[src/hw/rtl/rlim_pkg.sv]
// Package for the per-user sliding-window rate limiter.
// Shared widths, reset values, register codes and controller/datapath structs.
// No dependencies.
package rlim_pkg;

  localparam int USERS_DEF      = 64;
  localparam int HIST_DEPTH_DEF = 16;

  localparam int USER_W     = 6;
  localparam int NOW_W      = 32;
  localparam int MAXM_W     = 4;
  localparam int WINDOW_W   = 32;
  localparam int CFG_IDX_W  = 1;
  localparam int CFG_DATA_W = 32;

  localparam int IN_TDATA_W  = 40;
  localparam int OUT_TDATA_W = 8;

  localparam logic [MAXM_W-1:0]   MSG_LIMIT_RESET = 4'd10;
  localparam logic [WINDOW_W-1:0] WINDOW_MS_RESET = 32'd6000;

  localparam logic [CFG_IDX_W-1:0] CFG_MSG_LIMIT = 1'd0;
  localparam logic [CFG_IDX_W-1:0] CFG_WINDOW_MS = 1'd1;

  typedef struct packed {
    logic accept;
    logic clr_step;
    logic load_meta;
    logic expire;
    logic commit;
    logic respond;
  } cmd_t;

  typedef struct packed {
    logic clr_last;
    logic skip;
    logic can_expire;
    logic out_free;
  } sts_t;

endpackage

[src/hw/rtl/rlim_ctrl.sv]
// Controller for the rate limiter: sequences clear, lookup, expiry and commit.
// Depends on rlim_pkg.
module rlim_ctrl (
  input  logic           clk_i,
  input  logic           rst_ni,
  input  logic           in_valid_i,
  output logic           in_ready_o,
  input  rlim_pkg::sts_t sts_i,
  output rlim_pkg::cmd_t cmd_o
);

  typedef enum logic [5:0] {
    ST_CLEAR  = 6'b000001,
    ST_IDLE   = 6'b000010,
    ST_META   = 6'b000100,
    ST_EXPIRE = 6'b001000,
    ST_COMMIT = 6'b010000,
    ST_RESP   = 6'b100000
  } state_e;

  state_e state_q, state_d;

  always_comb begin
    state_d = state_q;
    cmd_o   = '0;
    case (state_q)
      ST_CLEAR: begin
        cmd_o.clr_step = 1'b1;
        if (sts_i.clr_last) state_d = ST_IDLE;
      end
      ST_IDLE: begin
        if (in_valid_i) begin
          cmd_o.accept = 1'b1;
          state_d      = ST_META;
        end
      end
      ST_META: begin
        if (sts_i.skip) begin
          state_d = ST_RESP;
        end else begin
          cmd_o.load_meta = 1'b1;
          state_d         = ST_EXPIRE;
        end
      end
      ST_EXPIRE: begin
        if (sts_i.can_expire) begin
          cmd_o.expire = 1'b1;
        end else begin
          state_d = ST_COMMIT;
        end
      end
      ST_COMMIT: begin
        if (sts_i.out_free) begin
          cmd_o.commit = 1'b1;
          state_d      = ST_IDLE;
        end
      end
      ST_RESP: begin
        if (sts_i.out_free) begin
          cmd_o.respond = 1'b1;
          state_d       = ST_IDLE;
        end
      end
      default: state_d = ST_IDLE;
    endcase
  end

  always_ff @(posedge clk_i or negedge rst_ni) begin
    if (!rst_ni) begin
      state_q <= ST_CLEAR;
    end else begin
      state_q <= state_d;
    end
  end

  assign in_ready_o = (state_q == ST_IDLE);

endmodule

[config.mk]
export PLATFORM = sky130hd
export DESIGN_NAME = rlim_ctrl
export DESIGN_NICKNAME = d
export VERILOG_FILES = /design/src/hw/rtl/rlim_pkg.sv /design/src/hw/rtl/rlim_ctrl.sv
export SDC_FILE = /design/constraint.sdc
export NUM_CORES = 1
export LEC_CHECK = 0
export BUFFER_PORTS_ARGS = -buffer_cell sky130_fd_sc_hd__buf_2
export CORE_AREA = 8 8 45 47
export CTS_CLUSTER_SIZE = 16
export DETAILED_ROUTE_END_ITERATION = 7
export DIE_AREA = 0 0 53 55
export HOLD_SLACK_MARGIN = 0.03
export SLEW_MARGIN = 15
export SYNTH_ARGS = -nofsm -noshare
export SYNTH_HDL_FRONTEND = slang
export SYNTH_SLANG_ARGS = --single-unit
export TNS_END_PERCENT = 20
[constraint.sdc]
create_clock -name clk_i -period 2.96 [get_ports clk_i]
set_input_delay 0.148 -clock clk_i [delete_from_list [all_inputs] [get_ports clk_i]]
set_output_delay 0.148 -clock clk_i [all_outputs]
set_load 0.005 [all_outputs]
# After elaboration in Yosys (flattened, before gate mapping)
# Index checks and enable logic that the tools add are counted.
word_totals:
  reg_bits: 6
  latchBits: 0
  input_bits: 7
  mem_bits_rw: 0
  wordCells: 29
  mem_count: 0
  mem_bits_ro: 0
op_classes:
  mux: 16
  n_div: 0
  n_shift: 0
  n_eq_ne: 10
  add_sub_neg: 0
  n_lt_le_gt_ge: 0
  n_mul: 0
  bitwise: 0
  reduce_logical: 2
op_table:
  columns: ["operator", "n"]
  rows:
  - ["2-to-1 mux 6 bit", 5]
  - ["one-hot mux 6 bit (5 select lines)", 1]
  - ["2-to-1 mux 1 bit", 10]
  - ["== test 6 x 1 -> 1 bit, second input constant", 1]
  - ["== test 6 x 2 -> 1 bit, second input constant", 1]
  - ["== test 6 x 3 -> 1 bit, second input constant", 1]
  - ["== test 6 x 4 -> 1 bit, second input constant", 1]
  - ["== test 6 x 5 -> 1 bit, second input constant", 1]
  - ["== test 6 bit, second input constant", 1]
  - ["inequality test 2 bit, second input constant", 3]
  - ["AND reduction 4 bit", 1]
  - ["inequality test 2 x 1 -> 1 bit, second input constant", 1]
  - ["OR reduction 2 bit", 1]

# Depth between registers and ports, before layout
# Gate-level depths: netlist of run 1.
logic_depth:
  word_depth: 4
  mapped_depth: 4
  depth_no_buf: 4

# Worst setup path after synthesis of run 1
# OpenSTA, ideal clock, no wires.
synth_path:
  path_type: "register to output"
  startpoint: "reg state_q[5]"
  endpoint: "out cmd_o[3] (netlist bit)"
  slack_ns: 1.506
  t_arrival_ns: 1.306
  t_required_ns: 2.812
  path_stages_with_launch: 4
  cell_sequence: "dfrtp_1 or4_4 nor3_4 buf_4"
synth_lines:
  columns: ["element", "line", "rtl"]
  rows:
  - ["start: declaration", "rlim_ctrl.sv:21", "state_e state_q, state_d;"]
  - ["start signal: assignment", "rlim_ctrl.sv:72", "state_q <= state_d;"]
  - ["end: declaration", "rlim_ctrl.sv:9", "output rlim_pkg::cmd_t cmd_o"]

==> results of run 1 <==
==> area by class of cell <==
| cell class | count | area [sq um] |
|---|---|---|
| tap | 16 | 20.0 |
| clock buffer | 4 | 26.3 |
| inverter | 2 | 7.51 |
| multi-input combinational | 28 | 208 |
| fill | 161 | 896 |
| sequential | 6 | 151 |
| timing repair buffer | 14 | 75.1 |
==> synth_stat cells <==
library cell  count  area share
dfstp_2           1       0.070
nor3_4            2       0.087
a21o_1            1       0.020
nor3_1            1       0.013
nor3b_1           3       0.060
a21oi_1           1       0.013
a22o_1            1       0.023
or4_4             1       0.030
o211ai_1          1       0.020
and2_1            2       0.033
or2_1             1       0.017
and3b_1           2       0.047
inv_1             2       0.020
nor2_1            2       0.020
buf_4             1       0.020
nand3_1           1       0.013
nand2_1           3       0.030
o31ai_1           1       0.020
nor4_1            1       0.017
nor4_2            1       0.033
xor2_1            1       0.023
dfrtp_1           5        0.33
nand2b_1          2       0.033
==> worst max-delay path, cell delays in order (launching register included) <==
cell,delay (ns)
dfrtp_1,0.43
or4_4,0.62
nor3_4,0.18
buf_2,0.13
==> how the worst max path moves through the flow <==
| stage | depth (start not counted) | endpoint | start |
|---|---|---|---|
| after floorplan | 3 | cmd_o[3] | state_q[5] |
| after global placement | 3 | cmd_o[3] | state_q[5] |
| after detailed placement | 3 | cmd_o[3] | state_q[5] |
| after CTS | 3 | cmd_o[3] | state_q[4] |
| after global routing | 3 | cmd_o[3] | state_q[5] |
| final | 3 | cmd_o[3] | state_q[5] |
==> report_power, final <==
group / switching [mW] / internal [mW] / total, mW
Combinational: 0.0915 / 0.0793 / 0.171
Sequential: 0.0243 / 0.102 / 0.126
Clock: 0.0291 / 0.0510 / 0.0801
Total: 0.145 / 0.232 / 0.377
==> kinds of logic (layout without fill, tap and decap cells) <==
group                     count (synthesis)  count (layout)  share of synthesized area
xor gates and xnor gates                  1               1                     0.0234
AOI/OAI and AO/OA                         5               5                     0.0970
buffers and inverters                     3              20                     0.0401
and+or+nand+nor                          22              22                      0.435
DFF                                       6               6                      0.405
==> metal layers <==
layer / part of all wire / routed length [um] / global-route usage / up-vias
met3: 0.068 / 54 / 0.0187 / 2
li1: - / - / - / 168
met2: 0.53 / 427 / 0.102 / 7
met1: 0.38 / 301 / 0.0586 / 143
met4: 0.021 / 17 / 0.0517 / 0
met5: 0 / 0 / 0 / -
==> through the flow <==
| step | utilization | setup slack, ns | power, mW |
|---|---|---|---|
| final | 0.353 | 1.21 | 0.377 |
| after global routing | 0.353 | 1.13 | 0.408 |
| after CTS | 0.353 | 1.19 | 0.385 |
| after detailed placement | 0.326 | 1.46 | 0.300 |
| after global placement | 0.326 | 1.47 | 0.298 |
| after floorplan | - | 1.51 | 0.251 |
==> results.json, run 1 <==
{
  "path_clk_slew_ns": 0.05,
  "drv_cap": 0,
  "final_cell_mix": "buf_2 (13), dfrtp_1 (5), nand2_1 (3), nor3b_1 (3), clkbuf_4 (3)",
  "final_cells": 70,
  "top_regs": "state_q (6)",
  "skew_ns": 0.00715,
  "min_period_ns": 1.75,
  "min_path_type": "in2reg",
  "min_to": "state_q[2]",
  "core_sq_um": 1380,
  "drt_wl_total_um": 800,
  "setup_tns_ns": 0,
  "min_delay_path_depth": 2,
  "num_vias": 320,
  "final_area_sq_um": 488,
  "end_kind": "output pin",
  "hold_ws_ns": 0.147,
  "track_usage": 0.0599,
  "worstHoldStart": "in_valid_i",
  "gp_congestion": 0.687,
  "drt_iter0_drc": 1,
  "die_area_sq_um": 2920,
  "p_leak_nw": 0.258,
  "die_h_um": 55,
  "path_class": "reg2out",
  "yosysWarnings": 0,
  "setup_violations": 0,
  "r2r_cells": 4,
  "fin_nets": 62,
  "finalHoldViolations": 0,
  "required_ns": 2.81,
  "synth_nets": 44,
  "cts_tree": "built",
  "grt_pass1_wl_um": 1270,
  "grt_max_degree": 7,
  "clockBufferDepth": 2,
  "slew-limit-headroom": 0.756,
  "crit_fanout": 6,
  "viasPerCell": 4.57,
  "drc": 0,
  "cts-hold-fix-buffers": 1,
  "r2r_slack_ns": 1.52,
  "gr-total-overflow": 0,
  "worst_pin_slew_ns": 0.363,
  "rsz0062_at_grt": "false",
  "avgSynthCellArea_sq_um": 10.1,
  "synthCells": 37,
  "crit_arrival_ns": 1.60,
  "placed_cell_area_sq_um": 452,
  "synth_area_sq_um": 374,
  "cts_inserted_buffers": 3,
  "row_count": 14,
  "synth_seq_cells": 6,
  "start_kind": "register",
  "ys_seq_area_frac": 0.405,
  "post_cts_buffers": 0,
  "area_growth_pct": 30.4,
  "initial_utilization": 0.270,
  "diodes": 0,
  "power.density_nw_per_um2": 773,
  "fmax_ghz": 0.573,
  "clk_latency_ns": 0.24,
  "grt_pass1_vias": 321,
  "cts_max_level": 1,
  "ant_nets": 0,
  "dr.pass1.iters": 3,
  "vdd_drop_max_mv": 0.210,
  "post_drt_wl_per_cell_um": 11.4,
  "portBuffers": 13,
  "die_w_um": 53,
  "antenna_found_initial": 0,
  "ioPinCount": 14,
  "clockRootBuffer": "clkbuf_4",
  "regMostFlops": "state_q",
  "synth_cell_types": 23,
  "largest_reg_flops": 6,
  "layout_commonest_cell": "buf_2",
  "regToRegEndpoint": "state_q[1]",
  "cts_resized": 0,
  "numClockSinks": 6,
  "status": "completed",
  "drive_gt1_frac": 0.389,
  "hpwl_um": 676,
  "r2r-start": "state_q[3]",
  "place_inst": 65,
  "drv_slew": 0,
  "layout_worst_path_cycle_share": 0.590
}
(Power assumes the default switching activity.)
==> inputs of run 2 (changes only) <==
clock period = 1.6 ns   (was 2.96 ns; I/O delays follow)
==> results.json, run 2 (synthesis gave the netlist of run 1 again) <==
{
  "status": "complete, but fails checks",
  "failed_checks": "setup timing",
  "finalHoldViolations": 0,
  "drive_gt1_frac": 0.491,
  "clockRootBuffer": "clkbuf_4",
  "r2r_cells": 4,
  "area_growth_pct": 43.8,
  "cp_cell_sequence": "or4_4 -> nor3_4 -> buf_2",
  "p_int_mw": 0.481,
  "clockBufferDepth": 2,
  "end_kind": "output pin",
  "clkPwrFrac": 0.194,
  "wl_met1_um": 334,
  "diodes": 0,
  "gp_congestion": 0.706,
  "initial_utilization": 0.270,
  "antenna_found_initial": 0,
  "seqPwrFrac": 0.334,
  "drc": 0,
  "slew-limit-headroom": 0.799,
  "regMostFlops": "state_q",
  "worst_pin_slew_ns": 0.300,
  "place_inst": 65,
  "min_period_ns": 1.67,
  "die_w_um": 53,
  "largest_reg_flops": 6,
  "setup_violations": 2,
  "layout_commonest_cell": "buf_2",
  "final_cells": 73,
  "ioPinCount": 14,
  "top_regs": "state_q (6)",
  "die_area_sq_um": 2920,
  "clk_latency_ns": 0.25,
  "dpl_worst_slack_ns": 0.161,
  "crit_fanout": 6,
  "min_path_type": "in2reg",
  "p_comb_frac": 0.471,
  "min_to": "state_q[2]",
  "track_usage": 0.0742,
  "r2r_slack_ns": 0.08,
  "grt_pass1_wl_um": 1560,
  "skew_ns": 0.000843,
  "ant_nets": 0,
  "row_count": 14,
  "min_delay_path_depth": 2,
  "cts_inserted_buffers": 3,
  "slowest_delay_ns": 0.57,
  "num_vias": 362,
  "die_h_um": 55,
  "fin_util": 0.389,
  "route.met3.wl_um": 69,
  "setup_tns_ns": -0.133,
  "drv_slew": 0,
  "portBuffers": 13,
  "gr-total-overflow": 0,
  "grt_max_degree": 7,
  "core_sq_um": 1380,
  "cpLargestDelayFamily": "simple AND/OR/NAND/NOR gates",
  "cp_num_buf_inv": 1,
  "top_layer_used": "met4",
  "dr_wl_met2_um": 535,
  "vdd_drop_max_mv": 0.464,
  "crit_arrival_ns": 1.59,
  "worstHoldStart": "in_valid_i",
  "drv_cap": 0,
  "rsz0062_at_grt": "true",
  "setup_ws_ns": -0.0706,
  "crit_slowest_cell": "or4_4",
  "net-switching-power_mw": 0.304,
  "swShare": 0.388,
  "fmax_ghz": 0.599,
  "r2r-start": "state_q[5]",
  "cts_tree": "built",
  "layout_worst_path_cycle_share": 1.04,
  "drt_iter0_drc": 11,
  "regToRegEndpoint": "state_q[4]",
  "fin_nets": 65,
  "cts_max_level": 1,
  "dr.pass1.iters": 4,
  "post_drt_wl_per_cell_um": 13.2,
  "viasPerCell": 4.96,
  "grt_pass1_vias": 387,
  "numClockSinks": 6,
  "power.density_nw_per_um2": 1460,
  "path_class": "reg2out",
  "path_clk_slew_ns": 0.05,
  "p_leak_nw": 0.278,
  "hpwl_um": 719,
  "finalPower_mw": 0.785,
  "required_ns": 1.52,
  "drt_wl_total_um": 962,
  "start_kind": "register"
}
-- run 2: cell count changes in the layout (fill, tap and decap cells not counted), sizes merged --
cell / before / now
buf: 13 / 16
-- run 2: per-layer routing --
layer | vias up | global-route usage
met2 | 10 | 0.129
met1 | 176 | 0.0679
met5 | - | 0
li1 | 172 | -
met3 | 4 | 0.0348
met4 | 0 | 0.0517
-- run 2: how the worst max path moves through the flow --
stage               startpoint         end  slack, ns  cells past startpoint
finish              state_q[5]    cmd_o[3]      -0.07                      3
global route        state_q[5]    cmd_o[2]      -0.14                      3
floorplan           state_q[5]    cmd_o[3]       0.21                      3
global placement    state_q[3]  state_q[5]       0.16                      4
CTS                 state_q[4]    cmd_o[3]      -0.05                      3
detailed placement  state_q[5]    cmd_o[3]       0.16                      3
-- run 2: worst register-to-register path: cells and delay by family, from the launching register on --
kind | cells | cell delay [ns]
AOI/OAI and AO/OA | 1 | 0.10
and+or+nand+nor | 2 | 0.74
buffers and inverters | 1 | 0.17
DFF | 1 | 0.46
-- run 2: layout make-up --
| class | instances | area [sq um] |
|---|---|---|
| inverter | 2 | 7.51 |
| tap | 16 | 20.0 |
| timing repair buffer | 17 | 97.6 |
| sequential | 6 | 154 |
| multi-input combinational | 28 | 233 |
| fill | 141 | 846 |
| clock buffer | 4 | 26.3 |
-- run 2: power groups by stage --
stage                     combinational, mW  clock [mW]  sequential, mW
final                                 0.370       0.153           0.262
after global routing                  0.416       0.174           0.267
after CTS                             0.347       0.162           0.234
after detailed placement              0.315           0           0.238
after global placement                0.317           0           0.236
after floorplan                       0.239           0           0.225
-- run 2: timing repair --
action / 4_1_cts / 5_1_grt
pin swaps: 1 / 1
endpoints found under the hold margin: 6 / 0
gates resized for setup: 1 / 5
hold buffers: 1 / 0
setup buffers: 3 / 0
setup endpoints to repair: 4 / 6
-- run 2: stage by stage --
| stage | hold WS, ns | cell area, sq um |
|---|---|---|
| detailed placement | -0.0911 | 452 |
| CTS | 0.0706 | 512 |
| floorplan | -0.216 | 374 |
| global route | 0.0766 | 538 |
| global placement | -0.0921 | 452 |
| finish | 0.0767 | 538 |
==> inputs of run 3 (changes only) <==
CAP_MARGIN = 30   (was unset)
CORE_AREA = 2 2 39 41   (was 8 8 45 47)
DIE_AREA = 0 0 41 43   (was 0 0 53 55)
==> results.json, run 3 (synthesis gave the netlist of run 1 again) <==
{
  "die_area_sq_um": 1760,
  "core_sq_um": 1380,
  "clockRootBuffer": "clkbuf_4",
  "path_clk_slew_ns": 0.05,
  "clockBufferDepth": 2,
  "power.density_nw_per_um2": 1450,
  "largest_reg_flops": 6,
  "worst_pin_slew_ns": 0.303,
  "fin_util": 0.389,
  "final_cell_mix": "buf_2 (13), buf_4 (4)",
  "cts_tree": "built",
  "min_delay_path_depth": 2,
  "viasPerCell": 4.77,
  "required_ns": 1.52,
  "crit_fanout": 4,
  "grt_pass1_wl_um": 1350,
  "top_regs": "state_q (6)",
  "ioPinCount": 14,
  "grt_pass1_vias": 340,
  "layout_worst_path_cycle_share": 1.01,
  "setup_ws_ns": -0.0219,
  "p_leak_nw": 0.279,
  "min_to": "state_q[2]",
  "vdd_drop_max_mv": 0.396,
  "drv_slew": 0,
  "gp_congestion": 0.722,
  "path_class": "reg2out",
  "hpwl_um": 624,
  "drive_gt1_frac": 0.517,
  "slowest_delay_ns": 0.57,
  "setup_tns_ns": -0.0434,
  "min_period_ns": 1.62,
  "slew-limit-headroom": 0.797,
  "finalHoldViolations": 0,
  "r2r-start": "state_q[4]",
  "crit_arrival_ns": 1.54,
  "drt_iter0_drc": 7,
  "track_usage": 0.118,
  "skew_ns": 0.0101,
  "crit_slowest_cell": "or4_4",
  "gr-total-overflow": 0,
  "drt_wl_total_um": 887,
  "post_drt_wl_per_cell_um": 12.0,
  "grt_max_degree": 7,
  "portBuffers": 13,
  "setup_violations": 2,
  "cts_max_level": 1,
  "drv_cap": 0,
  "antenna_found_initial": 0,
  "worstHoldStart": "in_valid_i",
  "initial_utilization": 0.270,
  "end_kind": "output pin",
  "ant_nets": 0,
  "fin_nets": 66,
  "rsz0062_at_grt": "true",
  "cp_cell_sequence": "or4_4 -> nor3_4 -> buf_2",
  "r2r_slack_ns": 0.11,
  "r2r_cells": 4,
  "die_w_um": 41,
  "die_h_um": 43,
  "dpl_worst_slack_ns": 0.149,
  "regMostFlops": "state_q",
  "failed_checks": "setup timing",
  "min_path_type": "in2reg",
  "layout_commonest_cell": "buf_2",
  "row_count": 14,
  "regToRegEndpoint": "state_q[5]",
  "drc": 0,
  "cts_inserted_buffers": 3,
  "clk_latency_ns": 0.25,
  "num_vias": 353,
  "dr.pass1.iters": 2,
  "fmax_ghz": 0.617,
  "start_kind": "register",
  "diodes": 0,
  "area_growth_pct": 43.8,
  "status": "complete, but fails checks",
  "numClockSinks": 6
}
## run 3: worst max path at each step
stage | endpoint | from | slack (ns) | cells past startpoint
after floorplan | cmd_o[3] | state_q[5] | 0.21 | 3
after global placement | state_q[5] | state_q[3] | 0.16 | 4
after detailed placement | state_q[4] | state_q[5] | 0.15 | 3
after CTS | cmd_o[3] | state_q[0] | -0.01 | 3
after global routing | cmd_o[3] | state_q[4] | -0.07 | 3
final | cmd_o[3] | state_q[4] | -0.02 | 3
## run 3: what timing repair did
| action | 4_1_cts | 5_1_grt |
|---|---|---|
| buffers inserted | 4 | 0 |
| pin swaps | 1 | 0 |
| hold buffers | 1 | 0 |
| hold endpoints to repair | 6 | 0 |
| resized for setup | 4 | 2 |
| endpoints found under the setup margin | 3 | 5 |
## run 3: final cells by class
class,count,area [sq um]
clock buffer,4,26.3
sequential,6,155
inverter,2,7.51
timing repair buffer,18,105
fill,146,846
tap,16,20.0
multi-input combinational,28,224
## run 3: power breakdown
group / leakage (nW) / total [mW] / switching (mW) / internal, mW
Sequential: 0.0714 / 0.244 / 0.0533 / 0.191
Combinational: 0.193 / 0.387 / 0.190 / 0.197
Clock: 0.0150 / 0.152 / 0.0570 / 0.0946
## run 3: stage by stage
stage | instance area, sq um | hold slack (ns) | total power, mW | std cells
after CTS | 531 | 0.0849 | 0.771 | 74
after global routing | 538 | 0.0936 | 0.837 | 74
after floorplan | 374 | -0.216 | 0.465 | 37
after global placement | 452 | -0.0920 | 0.548 | 65
after detailed placement | 452 | -0.0934 | 0.556 | 65
final | 538 | 0.0841 | 0.782 | 74
## run 3: per-layer routing
| layer | share of wire | vias to the layer above | track usage |
|---|---|---|---|
| met5 | 0 | - | 0 |
| met4 | 0.011 | 0 | 0.0800 |
| met3 | 0.037 | 2 | 0.0314 |
| met2 | 0.57 | 8 | 0.191 |
| met1 | 0.38 | 168 | 0.124 |
| li1 | - | 175 | - |
## run 3: worst max-delay path: cells and delay by family (launching register included)
| kind | cells | cell delay, ns |
|---|---|---|
| and+or+nand+nor | 2 | 0.75 |
| DFF | 1 | 0.41 |
| buffers and inverters | 1 | 0.13 |
